`src/rtl/core/ebb_pkg.sv`:
```
`default_nettype none

package ebb_pkg;

	// Port and field widths
	localparam int unsigned PCLK_W     = 30;
	localparam int unsigned TIM_W      = 16;
	localparam int unsigned RATE_W     = 18;
	localparam int unsigned NAME_HEAD_W = 64;
	localparam int unsigned NAME_TAIL_W = 40;
	localparam int unsigned WORD_W     = 32;
	localparam int unsigned WNUM_W     = 5;
	localparam int unsigned CFG_IDX_W  = 3;
	localparam int unsigned CFG_DATA_W = 64;

	localparam int unsigned BLOCK_WORDS = 32;
	localparam int unsigned NAME_LEN    = 13;

	// Pixel clock is carried in units of 10 kHz
	localparam int unsigned CLK_DIV          = 10000;
	localparam int unsigned PCLK_RECIP_SHIFT = 40;
	localparam logic [63:0] PCLK_RECIP_FULL  = (64'd1 << PCLK_RECIP_SHIFT) / CLK_DIV;
	localparam logic [26:0] PCLK_RECIP       = PCLK_RECIP_FULL[26:0];

	// Line rates are carried in kHz
	localparam int unsigned RATE_DIV          = 1000;
	localparam int unsigned RATE_RECIP_SHIFT  = 22;
	localparam logic [31:0] RATE_RECIP_FULL   = (32'd1 << RATE_RECIP_SHIFT) / RATE_DIV;
	localparam logic [12:0] RATE_RECIP        = RATE_RECIP_FULL[12:0];

	// Image size in millimeters
	localparam logic [11:0] SCREEN_W_MM = 12'd485;
	localparam logic [11:0] SCREEN_H_MM = 12'd364;

	localparam logic [7:0] DTD_FLAGS_BASE = 8'h18;
	localparam logic [7:0] TAG_RANGE      = 8'hfd;
	localparam logic [7:0] TAG_NAME       = 8'hfc;
	localparam logic [7:0] TAG_TEXT       = 8'hff;
	localparam logic [7:0] CHR_NL         = 8'h0a;
	localparam logic [7:0] CHR_SP         = 8'h20;

	// Header, vendor/product, version, basic display parameters,
	// chromaticity, no established and no standard timings
	localparam logic [0:53][7:0] HEAD_BYTES = {
		8'h00, 8'hff, 8'hff, 8'hff, 8'hff, 8'hff, 8'hff, 8'h00,
		8'h48, 8'h32, 8'h00, 8'h00, 8'h00, 8'h00, 8'h00, 8'h00, 8'h05, 8'h24,
		8'h01, 8'h03, 8'h6d, 8'h30, 8'h24, 8'h78, 8'h0a,
		8'h5e, 8'hc0, 8'ha4, 8'h59, 8'h4a, 8'h98, 8'h25, 8'h20, 8'h50, 8'h54,
		8'h00, 8'h00, 8'h00,
		8'h01, 8'h01, 8'h01, 8'h01, 8'h01, 8'h01, 8'h01, 8'h01,
		8'h01, 8'h01, 8'h01, 8'h01, 8'h01, 8'h01, 8'h01, 8'h01
	};

	localparam logic [0:9][7:0] SERIAL_TEXT = {
		8'h52, 8'h65, 8'h74, 8'h72, 8'h6f, 8'h41, 8'h72, 8'h63, 8'h68, 8'h0a
	};

	// Queue between front and back
	localparam int unsigned FIFO_DEPTH = 2;
	localparam int unsigned FIFO_AW    = 1;
	localparam int unsigned FIFO_CW    = 2;

	typedef enum logic [CFG_IDX_W-1:0] {
		CFG_VMIN      = 3'd0,
		CFG_VMAX      = 3'd1,
		CFG_HMIN      = 3'd2,
		CFG_HMAX      = 3'd3,
		CFG_NAME_HEAD = 3'd4,
		CFG_NAME_TAIL = 3'd5
	} cfg_reg_e;

	// One classified timing, already cut to its descriptor bit fields
	typedef struct packed {
		logic        rejected;
		logic [15:0] p10k;
		logic [11:0] ha;
		logic [11:0] hbl;
		logic [11:0] va;
		logic [11:0] vbl;
		logic [9:0]  hoff;
		logic [9:0]  hpw;
		logic [9:0]  voff;
		logic [9:0]  vpw;
		logic        interlaced;
		logic        hsync_positive;
		logic        vsync_positive;
	} entry_t;

	// Register contents as the back end consumes them
	typedef struct packed {
		logic [7:0]                vmin;
		logic [7:0]                vmax;
		logic [7:0]                hmin_khz;
		logic [7:0]                hmax_khz;
		logic [NAME_LEN-1:0][7:0]  name;
	} cfg_view_t;

endpackage

`default_nettype wire

```
`src/rtl/core/ebb_cfg.sv`:
```
`default_nettype none

module ebb_cfg import ebb_pkg::*; (
	input  wire logic                  clk,
	input  wire logic                  arst_n,
	input  wire logic                  cfg_valid,
	output logic                       cfg_ready,
	input  wire logic [CFG_IDX_W-1:0]  cfg_index,
	input  wire logic [CFG_DATA_W-1:0] cfg_data,
	output cfg_view_t                  view
);

	logic [7:0]             vmin_q;
	logic [7:0]             vmax_q;
	logic [RATE_W-1:0]      hmin_q;
	logic [RATE_W-1:0]      hmax_q;
	logic [NAME_HEAD_W-1:0] name_head_q;
	logic [NAME_TAIL_W-1:0] name_tail_q;

	logic [8:0] hmin_est_q;
	logic [8:0] hmax_est_q;
	logic [7:0] hmin_khz_q;
	logic [7:0] hmax_khz_q;

	logic [NAME_LEN-1:0][7:0] name_c;
	logic [NAME_LEN-1:0][7:0] name_q;

	// Low estimate of x / 1000, at most one short
	function automatic logic [8:0] rate_est(input logic [RATE_W-1:0] x);
		logic [30:0] prod;
		prod = 31'(x) * 31'(RATE_RECIP);
		return prod[30:22];
	endfunction

	// Correct the estimate and keep the low eight bits
	function automatic logic [7:0] rate_fix(input logic [RATE_W-1:0] x, input logic [8:0] est);
		logic [RATE_W-1:0] back;
		logic [RATE_W-1:0] rem;
		logic [8:0]        q;
		back = 18'(est) * 18'(RATE_DIV);
		rem  = x - back;
		q    = est + 9'(rem >= 18'(RATE_DIV));
		return q[7:0];
	endfunction

	assign cfg_ready = 1'b1;

	always_ff @(posedge clk or negedge arst_n) begin
		if (!arst_n) begin
			vmin_q      <= '0;
			vmax_q      <= '0;
			hmin_q      <= '0;
			hmax_q      <= '0;
			name_head_q <= '0;
			name_tail_q <= '0;
		end else if (cfg_valid && cfg_ready) begin
			unique case (cfg_reg_e'(cfg_index))
				CFG_VMIN:      vmin_q      <= cfg_data[7:0];
				CFG_VMAX:      vmax_q      <= cfg_data[7:0];
				CFG_HMIN:      hmin_q      <= cfg_data[RATE_W-1:0];
				CFG_HMAX:      hmax_q      <= cfg_data[RATE_W-1:0];
				CFG_NAME_HEAD: name_head_q <= cfg_data[NAME_HEAD_W-1:0];
				CFG_NAME_TAIL: name_tail_q <= cfg_data[NAME_TAIL_W-1:0];
				default: ;
			endcase
		end
	end

	// Name: characters up to the first zero, then newline, then spaces
	always_comb begin
		logic [8*NAME_LEN-1:0] raw;
		logic                  alive;
		logic [7:0]            ch;
		raw   = {name_tail_q, name_head_q};
		alive = 1'b1;
		for (int n = 0; n < NAME_LEN; n++) begin
			ch = raw[8*n +: 8];
			if (alive && ch != 8'h00) begin
				name_c[n] = ch;
			end else if (alive) begin
				name_c[n] = CHR_NL;
				alive     = 1'b0;
			end else begin
				name_c[n] = CHR_SP;
			end
		end
	end

	// Line rates are registered as an estimate, then corrected; the name is registered once
	always_ff @(posedge clk or negedge arst_n) begin
		if (!arst_n) begin
			hmin_est_q <= '0;
			hmax_est_q <= '0;
			hmin_khz_q <= '0;
			hmax_khz_q <= '0;
			name_q     <= '0;
		end else begin
			hmin_est_q <= rate_est(hmin_q);
			hmax_est_q <= rate_est(hmax_q);
			hmin_khz_q <= rate_fix(hmin_q, hmin_est_q);
			hmax_khz_q <= rate_fix(hmax_q, hmax_est_q);
			name_q     <= name_c;
		end
	end

	always_comb begin
		view.vmin     = vmin_q;
		view.vmax     = vmax_q;
		view.hmin_khz = hmin_khz_q;
		view.hmax_khz = hmax_khz_q;
		view.name     = name_q;
	end

endmodule

`default_nettype wire

```
`src/rtl/core/ebb_front.sv`:
```
`default_nettype none

module ebb_front import ebb_pkg::*; (
	input  wire logic              clk,
	input  wire logic              arst_n,
	input  wire logic              in_valid,
	output logic                   in_stall,
	input  wire logic [PCLK_W-1:0] pixel_clock_hz,
	input  wire logic [TIM_W-1:0]  horiz_active,
	input  wire logic [TIM_W-1:0]  horiz_total,
	input  wire logic [TIM_W-1:0]  horiz_sync_start,
	input  wire logic [TIM_W-1:0]  horiz_sync_end,
	input  wire logic [TIM_W-1:0]  vert_active,
	input  wire logic [TIM_W-1:0]  vert_total,
	input  wire logic [TIM_W-1:0]  vert_sync_start,
	input  wire logic [TIM_W-1:0]  vert_sync_end,
	input  wire logic              interlaced,
	input  wire logic              hsync_positive,
	input  wire logic              vsync_positive,
	input  wire logic              full,
	output logic                   push,
	output entry_t                 entry
);

	logic adv;
	logic v_s1, v_s2, v_s3;

	// Stage 1: capture, reciprocal multiply
	logic [PCLK_W-1:0] pclk_s1;
	logic [TIM_W-1:0]  ha_s1, ht_s1, hs_s1, he_s1, va_s1, vt_s1, vs_s1, ve_s1;
	logic [2:0]        flags_s1;
	logic              rej_s1;
	logic [15:0]       est_s1;
	logic [56:0]       prod_c;

	// Stage 2: remainder, field differences
	logic [15:0] est_s2;
	logic [14:0] rem_s2;
	entry_t      ent_s2;
	entry_t      ent_c;
	logic [PCLK_W-1:0] back_c;
	logic [PCLK_W-1:0] rem_c;
	logic [TIM_W-1:0]  hbl_c, hoff_c, hpw_c, vbl_c, voff_c, vpw_c;

	entry_t ent_s3;
	entry_t ent_fix_c;

	// Whole front advances together; hold when the queue is full
	assign adv      = !v_s3 || !full;
	assign in_stall = !adv;
	assign push     = v_s3 && !full;
	assign entry    = ent_s3;

	assign prod_c = 57'(pixel_clock_hz) * 57'(PCLK_RECIP);

	always_comb begin
		back_c = 30'(est_s1) * 30'(CLK_DIV);
		rem_c  = pclk_s1 - back_c;
		hbl_c  = ht_s1 - ha_s1;
		hoff_c = hs_s1 - ha_s1;
		hpw_c  = he_s1 - hs_s1;
		vbl_c  = vt_s1 - va_s1;
		voff_c = vs_s1 - va_s1;
		vpw_c  = ve_s1 - vs_s1;

		ent_c.rejected       = rej_s1;
		ent_c.p10k           = '0;
		ent_c.ha             = ha_s1[11:0];
		ent_c.hbl            = hbl_c[11:0];
		ent_c.va             = va_s1[11:0];
		ent_c.vbl            = vbl_c[11:0];
		ent_c.hoff           = hoff_c[9:0];
		ent_c.hpw            = hpw_c[9:0];
		ent_c.voff           = voff_c[9:0];
		ent_c.vpw            = vpw_c[9:0];
		ent_c.interlaced     = flags_s1[2];
		ent_c.hsync_positive = flags_s1[1];
		ent_c.vsync_positive = flags_s1[0];

		// Bump the estimate when it came out one short
		ent_fix_c      = ent_s2;
		ent_fix_c.p10k = est_s2 + 16'(rem_s2 >= 15'(CLK_DIV));
	end

	always_ff @(posedge clk or negedge arst_n) begin
		if (!arst_n) begin
			v_s1 <= 1'b0;
			v_s2 <= 1'b0;
			v_s3 <= 1'b0;
		end else if (adv) begin
			v_s1 <= in_valid;
			v_s2 <= v_s1;
			v_s3 <= v_s2;
		end
	end

	always_ff @(posedge clk) begin
		if (adv) begin
			pclk_s1  <= pixel_clock_hz;
			ha_s1    <= horiz_active;
			ht_s1    <= horiz_total;
			hs_s1    <= horiz_sync_start;
			he_s1    <= horiz_sync_end;
			va_s1    <= vert_active;
			vt_s1    <= vert_total;
			vs_s1    <= vert_sync_start;
			ve_s1    <= vert_sync_end;
			flags_s1 <= {interlaced, hsync_positive, vsync_positive};
			rej_s1   <= (pixel_clock_hz == '0) || (horiz_total == '0);
			est_s1   <= prod_c[55:40];

			est_s2 <= est_s1;
			rem_s2 <= rem_c[14:0];
			ent_s2 <= ent_c;

			ent_s3 <= ent_fix_c;
		end
	end

`ifndef SYNTHESIS
	// The reciprocal estimate is never more than one short
	a_rem_bound: assert property (@(posedge clk) disable iff (!arst_n)
		v_s2 |-> rem_s2 < 15'(2 * CLK_DIV))
		else $error("pixel clock remainder out of range");
`endif

endmodule

`default_nettype wire

```
`src/rtl/core/ebb_fifo.sv`:
```
`default_nettype none

module ebb_fifo import ebb_pkg::*; (
	input  wire logic   clk,
	input  wire logic   arst_n,
	input  wire logic   push,
	input  wire entry_t wr_entry,
	output logic        full,
	input  wire logic   pop,
	output logic        empty,
	output entry_t      rd_entry
);

	entry_t               mem_q [FIFO_DEPTH];
	logic [FIFO_AW-1:0]   wr_ptr_q;
	logic [FIFO_AW-1:0]   rd_ptr_q;
	logic [FIFO_CW-1:0]   cnt_q;

	function automatic logic [FIFO_AW-1:0] ptr_next(input logic [FIFO_AW-1:0] p);
		return (p == FIFO_AW'(FIFO_DEPTH - 1)) ? '0 : p + 1'b1;
	endfunction

	assign full     = cnt_q == FIFO_CW'(FIFO_DEPTH);
	assign empty    = cnt_q == '0;
	assign rd_entry = mem_q[rd_ptr_q];

	always_ff @(posedge clk) begin
		if (push) begin
			mem_q[wr_ptr_q] <= wr_entry;
		end
	end

	always_ff @(posedge clk or negedge arst_n) begin
		if (!arst_n) begin
			wr_ptr_q <= '0;
			rd_ptr_q <= '0;
			cnt_q    <= '0;
		end else begin
			if (push) begin
				wr_ptr_q <= ptr_next(wr_ptr_q);
			end
			if (pop) begin
				rd_ptr_q <= ptr_next(rd_ptr_q);
			end
			case ({push, pop})
				2'b10:   cnt_q <= cnt_q + 1'b1;
				2'b01:   cnt_q <= cnt_q - 1'b1;
				default: cnt_q <= cnt_q;
			endcase
		end
	end

`ifndef SYNTHESIS
	a_cnt_bound: assert property (@(posedge clk) disable iff (!arst_n)
		cnt_q <= FIFO_CW'(FIFO_DEPTH))
		else $error("queue count beyond depth");

	a_ptr_track: assert property (@(posedge clk) disable iff (!arst_n)
		(cnt_q == '0 || cnt_q == FIFO_CW'(FIFO_DEPTH)) |-> wr_ptr_q == rd_ptr_q)
		else $error("queue pointers disagree with count");
`endif

endmodule

`default_nettype wire

```
`src/rtl/core/ebb_back.sv`:
```
`default_nettype none

module ebb_back import ebb_pkg::*; (
	input  wire logic              clk,
	input  wire logic              arst_n,
	input  wire logic              empty,
	input  wire entry_t            head,
	output logic                   pop,
	input  wire cfg_view_t         cfg,
	output logic                   out_valid,
	input  wire logic              out_stall,
	output logic [WORD_W-1:0]      block_word,
	output logic [WNUM_W-1:0]      word_number,
	output logic                   last_word,
	output logic                   rejected
);

	logic [WNUM_W-1:0] word_q;
	logic [7:0]        sum_q;

	logic              out_valid_q;
	logic [WORD_W-1:0] block_word_q;
	logic [WNUM_W-1:0] word_number_q;
	logic              last_word_q;
	logic              rejected_q;

	logic       adv;
	logic       is_last;
	logic [7:0] b0, b1, b2, b3, b3_f, part;

	// One byte of the block; the checksum byte reads as zero here
	function automatic logic [7:0] byte_at(input logic [6:0] addr, input entry_t e,
	                                       input cfg_view_t c);
		logic [7:0] b;
		b = 8'h00;
		unique case (addr) inside
			[7'd0:7'd53]:   b = HEAD_BYTES[addr[5:0]];
			7'd54:          b = e.p10k[7:0];
			7'd55:          b = e.p10k[15:8];
			7'd56:          b = e.ha[7:0];
			7'd57:          b = e.hbl[7:0];
			7'd58:          b = {e.ha[11:8], e.hbl[11:8]};
			7'd59:          b = e.va[7:0];
			7'd60:          b = e.vbl[7:0];
			7'd61:          b = {e.va[11:8], e.vbl[11:8]};
			7'd62:          b = e.hoff[7:0];
			7'd63:          b = e.hpw[7:0];
			7'd64:          b = {e.voff[3:0], e.vpw[3:0]};
			7'd65:          b = {e.hoff[9:8], e.hpw[9:8], e.voff[9:8], e.vpw[9:8]};
			7'd66:          b = SCREEN_W_MM[7:0];
			7'd67:          b = SCREEN_H_MM[7:0];
			7'd68:          b = {SCREEN_W_MM[11:8], SCREEN_H_MM[11:8]};
			7'd71:          b = DTD_FLAGS_BASE | {e.interlaced, 4'b0000,
			                                      e.vsync_positive, e.hsync_positive, 1'b0};
			7'd75:          b = TAG_TEXT;
			[7'd77:7'd86]:  b = SERIAL_TEXT[4'(addr - 7'd77)];
			[7'd87:7'd89],
			[7'd102:7'd107]: b = CHR_SP;
			7'd93:          b = TAG_RANGE;
			7'd95:          b = c.vmin;
			7'd96:          b = c.vmax;
			7'd97:          b = c.hmin_khz;
			7'd98:          b = c.hmax_khz;
			7'd99:          b = TAG_TEXT;
			7'd101:         b = CHR_NL;
			7'd111:         b = TAG_NAME;
			[7'd113:7'd125]: b = c.name[4'(addr - 7'd113)];
			default:        b = 8'h00;
		endcase
		return b;
	endfunction

	// Load the output register when a timing is queued and the register is free or being taken
	assign adv     = !empty && (!out_valid_q || !out_stall);
	assign is_last = word_q == WNUM_W'(BLOCK_WORDS - 1);
	assign pop     = adv && (head.rejected || is_last);

	always_comb begin
		b0   = byte_at({word_q, 2'd0}, head, cfg);
		b1   = byte_at({word_q, 2'd1}, head, cfg);
		b2   = byte_at({word_q, 2'd2}, head, cfg);
		b3   = byte_at({word_q, 2'd3}, head, cfg);
		part = sum_q + b0 + b1 + b2;
		b3_f = is_last ? (8'h00 - part) : b3;
	end

	always_ff @(posedge clk or negedge arst_n) begin
		if (!arst_n) begin
			out_valid_q <= 1'b0;
			word_q      <= '0;
			sum_q       <= '0;
		end else begin
			if (adv) begin
				out_valid_q <= 1'b1;
			end else if (!out_stall) begin
				out_valid_q <= 1'b0;
			end
			if (adv && !head.rejected) begin
				word_q <= word_q + 1'b1;
				sum_q  <= is_last ? 8'h00 : part + b3;
			end
		end
	end

	always_ff @(posedge clk) begin
		if (adv) begin
			if (head.rejected) begin
				block_word_q  <= '0;
				word_number_q <= '0;
				last_word_q   <= 1'b1;
				rejected_q    <= 1'b1;
			end else begin
				block_word_q  <= {b3_f, b2, b1, b0};
				word_number_q <= word_q;
				last_word_q   <= is_last;
				rejected_q    <= 1'b0;
			end
		end
	end

	assign out_valid   = out_valid_q;
	assign block_word  = block_word_q;
	assign word_number = word_number_q;
	assign last_word   = last_word_q;
	assign rejected    = rejected_q;

`ifndef SYNTHESIS
	a_rej_shape: assert property (@(posedge clk) disable iff (!arst_n)
		out_valid_q && rejected_q |-> last_word_q && word_number_q == '0)
		else $error("rejection beat malformed");

	a_last_pos: assert property (@(posedge clk) disable iff (!arst_n)
		out_valid_q && !rejected_q |->
			last_word_q == (word_number_q == WNUM_W'(BLOCK_WORDS - 1)))
		else $error("last flag on wrong word");

	a_mid_block: assert property (@(posedge clk) disable iff (!arst_n)
		word_q != '0 |-> !empty)
		else $error("block in progress without a queued timing");
`endif

endmodule

`default_nettype wire

```
`src/rtl/core/edid_block_builder_core.sv`:
```
`default_nettype none

// EDID 1.3 base block builder. Each timing beat accepted on the input channel
// yields one 128-byte base block on the output channel as 32 beats of four
// bytes, lowest-addressed byte in bits 7:0, word_number counting 0..31 and
// last_word marking beat 31; the final byte makes the block sum to zero. A
// timing with a zero pixel clock or zero horizontal total yields a single
// beat instead: all-zero word, word_number 0, last_word and rejected set.
// Rate: the back end produces one word per cycle while the output is not
// stalled and a timing is queued; blocks follow each other with no gap. A
// three-stage front end (pixel clock divide by reciprocal multiply, field
// differences) feeds a two-entry queue, so the next timing is taken while the
// current block is still streaming. From idle, the first word follows the
// three front stages, the queue entry and the output register. Registers are
// written through the cfg port (always ready); the user must write them only
// while the block is idle, which the block does not enforce. The derived line
// rates are registered as an estimate, then corrected; the name field once.
module edid_block_builder_core import ebb_pkg::*; (
	input  wire logic                  clk,
	input  wire logic                  arst_n,

	input  wire logic                  cfg_valid,
	output logic                       cfg_ready,
	input  wire logic [CFG_IDX_W-1:0]  cfg_index,
	input  wire logic [CFG_DATA_W-1:0] cfg_data,

	input  wire logic                  in_valid,
	output logic                       in_stall,
	input  wire logic [PCLK_W-1:0]     pixel_clock_hz,
	input  wire logic [TIM_W-1:0]      horiz_active,
	input  wire logic [TIM_W-1:0]      horiz_total,
	input  wire logic [TIM_W-1:0]      horiz_sync_start,
	input  wire logic [TIM_W-1:0]      horiz_sync_end,
	input  wire logic [TIM_W-1:0]      vert_active,
	input  wire logic [TIM_W-1:0]      vert_total,
	input  wire logic [TIM_W-1:0]      vert_sync_start,
	input  wire logic [TIM_W-1:0]      vert_sync_end,
	input  wire logic                  interlaced,
	input  wire logic                  hsync_positive,
	input  wire logic                  vsync_positive,

	output logic                       out_valid,
	input  wire logic                  out_stall,
	output logic [WORD_W-1:0]          block_word,
	output logic [WNUM_W-1:0]          word_number,
	output logic                       last_word,
	output logic                       rejected
);

	cfg_view_t cfg_view;
	entry_t    push_entry;
	entry_t    head_entry;
	logic      push;
	logic      pop;
	logic      full;
	logic      empty;

	// Register file plus derived kHz rates and padded name
	ebb_cfg u_cfg (
		.clk       (clk),
		.arst_n    (arst_n),
		.cfg_valid (cfg_valid),
		.cfg_ready (cfg_ready),
		.cfg_index (cfg_index),
		.cfg_data  (cfg_data),
		.view      (cfg_view)
	);

	// Classify the timing and cut it to descriptor fields
	ebb_front u_front (
		.clk              (clk),
		.arst_n           (arst_n),
		.in_valid         (in_valid),
		.in_stall         (in_stall),
		.pixel_clock_hz   (pixel_clock_hz),
		.horiz_active     (horiz_active),
		.horiz_total      (horiz_total),
		.horiz_sync_start (horiz_sync_start),
		.horiz_sync_end   (horiz_sync_end),
		.vert_active      (vert_active),
		.vert_total       (vert_total),
		.vert_sync_start  (vert_sync_start),
		.vert_sync_end    (vert_sync_end),
		.interlaced       (interlaced),
		.hsync_positive   (hsync_positive),
		.vsync_positive   (vsync_positive),
		.full             (full),
		.push             (push),
		.entry            (push_entry)
	);

	// Decouple classification from block streaming
	ebb_fifo u_fifo (
		.clk      (clk),
		.arst_n   (arst_n),
		.push     (push),
		.wr_entry (push_entry),
		.full     (full),
		.pop      (pop),
		.empty    (empty),
		.rd_entry (head_entry)
	);

	// Stream the block one word per cycle unless stalled, checksum on the last word
	ebb_back u_back (
		.clk         (clk),
		.arst_n      (arst_n),
		.empty       (empty),
		.head        (head_entry),
		.pop         (pop),
		.cfg         (cfg_view),
		.out_valid   (out_valid),
		.out_stall   (out_stall),
		.block_word  (block_word),
		.word_number (word_number),
		.last_word   (last_word),
		.rejected    (rejected)
	);

endmodule

`default_nettype wire

```
`config.mk`:
```
export PLATFORM = sky130hd
export DESIGN_NAME = edid_block_builder_core
export DESIGN_NICKNAME = d
export VERILOG_FILES = /design/src/rtl/core/ebb_pkg.sv /design/src/rtl/core/ebb_cfg.sv /design/src/rtl/core/ebb_front.sv /design/src/rtl/core/ebb_fifo.sv /design/src/rtl/core/ebb_back.sv /design/src/rtl/core/edid_block_builder_core.sv
export SDC_FILE = /design/constraint.sdc
export NUM_CORES = 2
export LEC_CHECK = 0
export CAP_MARGIN = 15
export CELL_PAD_IN_SITES_DETAIL_PLACEMENT = 0
export CELL_PAD_IN_SITES_GLOBAL_PLACEMENT = 2
export CORE_ASPECT_RATIO = 1.1
export CORE_MARGIN = 2
export CORE_UTILIZATION = 45
export CTS_BUF_LIST = sky130_fd_sc_hd__clkbuf_8
export CTS_CLUSTER_SIZE = 28
export DETAILED_ROUTE_END_ITERATION = 7
export DONT_BUFFER_PORTS = 1
export PLACE_DENSITY = 0.9
export SETUP_SLACK_MARGIN = 0.2
export SYNTH_ARGS = -nofsm -noshare
export SYNTH_HDL_FRONTEND = slang
export SYNTH_SLANG_ARGS = --single-unit
```
`constraint.sdc`:
```
create_clock -name clk -period 12.1 [get_ports clk]
set_input_delay 1.21 -clock clk [delete_from_list [all_inputs] [get_ports clk]]
set_output_delay 1.21 -clock clk [all_outputs]
set_load 0.01 [all_outputs]
```
# == Word level (Yosys, flattened, before mapping) ==
# Memories as Yosys holds them, arrays and structs flattened.
# Index checks and enable logic that the tools add are counted.
# classes
addsub,30
multipliers,6
n_lt_le_gt_ge,55
n_eq_ne,20
mux,75
n_bitwise,8
n_reduce_logical,76
# ops
op,n
8-bit 2-to-1 mux,35
8-bit case mux with 9 select lines,2
7-bit greater-or-equal comparator (second input constant),20
8-bit binary-select mux with 4-bit select,4
7-bit <= comparator (second input constant),16
8-bit nonzero test,13
8-bit case mux with 12 select lines,1
8-bit case mux with 10 select lines,1
6-bit 2-to-1 mux,12
18-bit by 12-bit multiplier with 30-bit output (second input constant),2
30-bit by 26-bit multiplier with 55-bit output (second input constant),1
5-bit == test (second input constant),8
10-bit subtractor,4
18-bit by 10-bit greater-or-equal comparator with 1-bit output (second input constant),2
1-bit logical AND,36
18-bit subtractor,2
8-bit adder,4
30-bit logical NOT,1
9-bit by 7-bit multiplier with 15-bit output (second input constant),2
7-bit by 1-bit greater-or-equal comparator with 1-bit output (second input constant),4
7-bit by 6-bit <= comparator with 1-bit output (second input constant),4
6-bit inverter with 7-bit output,4
12-bit subtractor,2
5-bit greater-or-equal comparator (second input constant),4
other kinds (31),86
# word_totals
regBits,708
ram_bits,216
romBits,2560
output_inout_bits,42
n_memories,9
# memory_table
name,words,width,read_ports,rd_clocked_by_memory_dff,write_ports,line,rtl
(no name shown),64,8,1,0,0,ebb_back.sv:37,[7'd0:7'd53]: b = HEAD_BYTES[addr[5:0]];
(no name shown),64,8,1,0,0,ebb_back.sv:37,
(no name shown),64,8,1,0,0,ebb_back.sv:37,
(no name shown),64,8,1,0,0,ebb_back.sv:37,
u_fifo.mem_q,2,108,1,0,1,ebb_fifo.sv:14,entry_t mem_q [FIFO_DEPTH];
(no name shown),16,8,1,0,0,ebb_back.sv:56,[7'd77:7'd86]: b = SERIAL_TEXT[4'(addr - 7'd77)];
3 more memories,n/a,n/a,n/a,n/a,n/a,n/a,

# == Logic depth before layout (Yosys ltp) ==
# depth
ltp_word,26
depth_mapped,28

# == Modules after synthesis ==
# Synthesis repeated with hierarchy kept, for this count alone.
# hier_totals
hier_cells,5037
hier_area_um2,61362.6
# by_module_without_submodules
module,instances,cells_each,area_per_inst_um2
ebb_front,1,2314,28255.8
ebb_cfg,1,1698,19387.3
ebb_fifo,1,352,8002.7
ebb_back,1,673,5716.7

# == Worst setup path after synthesis ==
# Ideal clock, no wire load.
# synth_path
kind,flip-flop to flip-flop
startpoint,register u_fifo.cnt_q[0]
endpoint,register u_front.ent_s2 (netlist bit u_front.ent_fix_c[0]) (enable)
setup_time_ns,3.259
arrival_time_ns,7.745
required_time_ns,8.841
setup_slack_ns,1.096
path_stages_with_launch,2
synth_period_minus_slack_ns,11.004
path_cell_list,dfrtp_1 nand3b_1
# synth_between
elab_chain_cells,3
# synth_rtl
element,line,rtl
start: declaration,ebb_fifo.sv:17,logic [FIFO_CW-1:0] cnt_q;
start signal: assignment,ebb_fifo.sv:46,2'b10: cnt_q <= cnt_q + 1'b1;
start signal: assignment,ebb_fifo.sv:47,2'b01: cnt_q <= cnt_q - 1'b1;
start signal: assignment,ebb_fifo.sv:48,default: cnt_q <= cnt_q;
2-bit == test,ebb_fifo.sv:23,assign full = cnt_q == FIFO_CW'(FIFO_DEPTH);
1-bit logical NOT,ebb_front.sv:49,assign adv = !v_s3 || !full;
1-bit logical OR,ebb_front.sv:49,
end signal: assignment,ebb_front.sv:114,ent_s2 <= ent_c;
end: declaration,ebb_front.sv:39,entry_t ent_s2;
# Every way passes these cells.
# A chain may end at the register's enable or synchronous reset.

# == Worst setup path in the final report ==
# layout_path
startpoint,register u_back.word_q[0]
endpoint,register u_back.sum_q[7]
# layout_between
elab_chain_cells,11
word_cells_on_any_way,133
cone_classes,add/sub (12); order compare (40); eq/ne (11); mux (29); bitwise (8); reduce/logical (25); memory (8)
# layout_rtl
element,line,rtl
start: declaration,ebb_back.sv:18,logic [WNUM_W-1:0] word_q;
start signal: assignment,ebb_back.sv:99,word_q <= word_q + 1'b1;
4-bit subtractor,ebb_back.sv:56,
4-bit inverter with 5-bit output (implied by the code),ebb_back.sv:56,
memory read 16 x 8 bit,n/a,
8-bit 2-to-1 mux (implied by the code) (2 in series),ebb_back.sv:56,
8-bit case mux with 9 select lines (*),ebb_back.sv:36,unique case (addr) inside
net u_back.b0[1],ebb_back.sv:29,"logic [7:0] b0, b1, b2, b3, b3_f, part;"
8-bit adder (*) (3 in series),ebb_back.sv:83,part = sum_q + b0 + b1 + b2;
8-bit adder (*),ebb_back.sv:100,sum_q <= is_last ? 8'h00 : part + b3;
8-bit 2-to-1 mux (*),ebb_back.sv:100,
end signal: assignment,ebb_back.sv:100,
end: declaration,ebb_back.sv:19,logic [7:0] sum_q;
# The timed path passes the listed nets; every way through them passes the cells marked *. The select of a mux whose other input is x is not followed.

==> key figures <==
Route
  • ANT nets after route: 0
  • WL final: 148000 um
  • Vias per std cell: 5.26
  • Drt drc: 0
  • Initial DRC Count: 2278
  • Routed len/inst: 21.5 um
  • Vias: 36300
  • DRT Pass-1 Iters: 5

Die
  • Core box area: 132000 um^2
  • Chip height: 386 um
  • IO Pins: 275
  • Die area: 136000 um^2
  • Initial Util: 0.452
  • DIE WIDTH: 351 um
  • Cell Rows: 140

Synthesis
  • Synth area leader: edfxtp_1
  • Synth area leaders: edfxtp_1, fa_1, ha_1
  • Gate Count Post-Synth: 4913
  • Main synth FF type: edfxtp_1
  • Yosys warns: 0
  • Area share of the largest cell type after synthesis: 0.286
  • Register area share after synthesis: 0.418
  • Async set or reset register ratio after synthesis: 0.356
  • Post-Syn Area: 59800 um^2
  • Flops & latches, synth: 884
  • Syn Nets: 6332
  • Unique cell type count in the Yosys netlist: 94
  • Post-synth EDFFs: 569
  • Syn_area_per_cell: 12.2 um^2

Cells and area
  • Most common cell after layout, fill and taps aside: inv_1
  • Layout cells sized above 1: 0.0879
  • Fill cell count: 11800
  • Final nets: 6420
  • Highest-count cells in the layout ignoring fill and taps: inv_1, ha_1, edfxtp_1
  • Layout Utilization: 0.490
  • Area delta synth->final: 8.35%
  • Final Instance Area: 64700 um^2
  • Post-route insts no fill: 6898

Critical path
  • Critical path's top delay family: adder cells
  • Startpoint Class: flip-flop
  • Crit Path Max Fanout: 58
  • CP bufs+invs: 4
  • Critical path data required time: 12.83 ns
  • Worst EP arrival: 8.58 ns
  • Critical path class: reg2reg
  • Slowest CP cell: dfrtp_2
  • Critical R2R Launch: u_back.word_q[0]
  • CP endpoint kind: flip-flop
  • Critical path's largest stage delay: 0.58 ns
  • Worst Setup SP: u_back.word_q[0]

Clock network
  • Hold buffers post-CTS: 0
  • Clock slew at reported path FFs: 0.07 ns
  • Clk_lat worst skew: 0.85 ns
  • CTS tree: built
  • Post-CTS sizing: 0
  • CTS sink count: 884
  • Htree depth: 4
  • Root buffer cell: clkbuf_8
  • CTS Buf Count: 145
  • # Post-CTS Setup Buffers: 0
  • Clk buf depth: 3

STA
  • Fin. max-slew vios: 0
  • Unrepaired setup endpoints after global routing: no
  • Fin crit share: 0.649
  • Slew headroom: 0.127
  • Slew @ Worst Pin: 1.31 ns
  • Endpoints failing hold: 0
  • Endpoints failing setup: 0
  • Worst Skew: 0.0448 ns
  • Fin crit period: 7.85 ns
  • Maximum clock frequency: 127 MHz
  • Setup_tns: 0 ns

Hold path
  • Hold WC Path Type: in2async

Global route
  • Overflow after GRT: 0
  • Initial antenna violation count: 8
  • Largest net degree at the start of global routing: 316
  • All-layer global routing usage: 0.223
  • Vias in the first global route: 38000
  • Global-route wire length before repair: 226000 um

Status
  • Status: finished clean

Placed design
  • GPL Wtd Cong: 0.984
  • Post-Place Cells: 6629
  • Placed cell area: 61900 um^2
  • DP Wirelength: 116000 um
  • Port bufs: 0

Job
  • Max-cap violations: 0
## path summary, 6_finish.rpt
kind                                    endpoint  cells past startpoint  slack (ns)
min                              u_back.sum_q[0]                      0        0.12
min in group clk                   u_cfg.view[4]                      0        0.38
max reg2reg                      u_back.sum_q[7]                     25        4.25
max                              u_back.sum_q[7]                     25        4.25
min reg2reg                        u_cfg.view[4]                      0        0.38
max in group asynchronous  u_cfg.name_head_q[27]                      0       10.96
## cell families after synthesis
| group | share of synthesized area |
|---|---|
| AOI/OAI and AO/OA | 0.0741 |
| buffers and inverters | 0.0647 |
| xor gates and xnor gates | 0.0262 |
| muxes | 0.0452 |
| DFF | 0.418 |
| adders and majority gates | 0.307 |
| and+or+nand+nor | 0.0651 |
| other | 0.0000628 |
## metrics by stage
step	setup slack, ns	hold slack, ns
6_report	4.25	0.124
5_1_grt	3.90	0.0431
4_1_cts	4.34	0.0154
3_5_place_dp	4.37	0.391
3_3_place_gp	4.43	0.385
2_1_floorplan	1.10	0.400
## final cells by class
class,count,area [um^2],area share
Timing Repair Buffer,34,253,0.00390
Inverter,927,3480,0.0537
Multi-Input combinational cell,3009,31000,0.478
Sequential cell,884,25000,0.386
Clock buffer,154,2120,0.0327
Tap cell,1775,2220,0.0343
Antenna cell,6,15.0,0.000232
Clock inverter,109,728,0.0112
## per-layer routing
layer / routed length [um] / vias to the layer above / part of all wire / GRT usage
li1: - / 17000 / - / -
met5: 36 / - / 0.00024 / 0
met1: 61300 / 18100 / 0.41 / 0.280
met2: 73400 / 895 / 0.50 / 0.382
met4: 5660 / 4 / 0.038 / 0.0846
met3: 7780 / 250 / 0.053 / 0.0419
## Yosys cell counts, types with 8 or more instances
cell	n
fa_1	465
a22oi_1	21
a31oi_1	21
xnor2_1	122
a21oi_1	156
a21boi_0	23
o31ai_1	8
nor2_1	188
a22o_1	8
buf_2	14
xor2_1	50
clkbuf_1	62
o21a_1	42
or4_1	27
mux2_2	182
o22ai_1	12
nor3_1	43
a221o_1	9
o21bai_1	11
o21ai_0	125
o21ai_1	8
nand2b_1	37
edfxtp_1	569
inv_1	926
buf_1	12
a2111oi_0	17
dfrtp_1	315
nand3_1	58
a211oi_1	30
nand2_1	151
nand4_1	21
or3_1	17
ha_1	721
a221oi_1	21
o211ai_1	13
nor2b_1	38
mux4_2	8
nor4_1	23
mux2i_1	47
and2_1	75
a21o_1	50
a222oi_1	8
and3_1	30
o2111ai_1	15
## state kept, by name, summed over array words and instances, names as in the netlist, 18 cells and up
register	cells
u_cfg.view	104
u_cfg.name_head_q	64
u_front.entry	100
u_front.ent_fix_c	84
u_back.block_word	32
u_fifo.mem_q	200
u_cfg.name_tail_q	40
u_cfg.hmax_q	18
u_cfg.hmin_q	18
## worst reg2reg max path: stages, from the launching register on
cell       delay [ns]
dfrtp_2          0.58
buf_4            0.57
ha_1             0.55
inv_1            0.19
nor3_1           0.32
ha_2             0.23
buf_4            0.56
nand2_1          0.21
nand2_1          0.11
nor2_1           0.04
a21oi_1          0.10
o21ai_0          0.31
o2111ai_1        0.36
fa_1             0.55
fa_1             0.48
ha_1             0.25
fa_1             0.41
xnor2_1          0.35
inv_1            0.08
ha_1             0.33
nor2b_1          0.14
o21a_1           0.20
o41a_1           0.32
xor2_1           0.15
xnor2_1          0.15
a22o_1           0.20
Power is left out: the tool's default activity adds up to more than one toggle a clock period on the data nets, which glitch-free logic cannot reach.
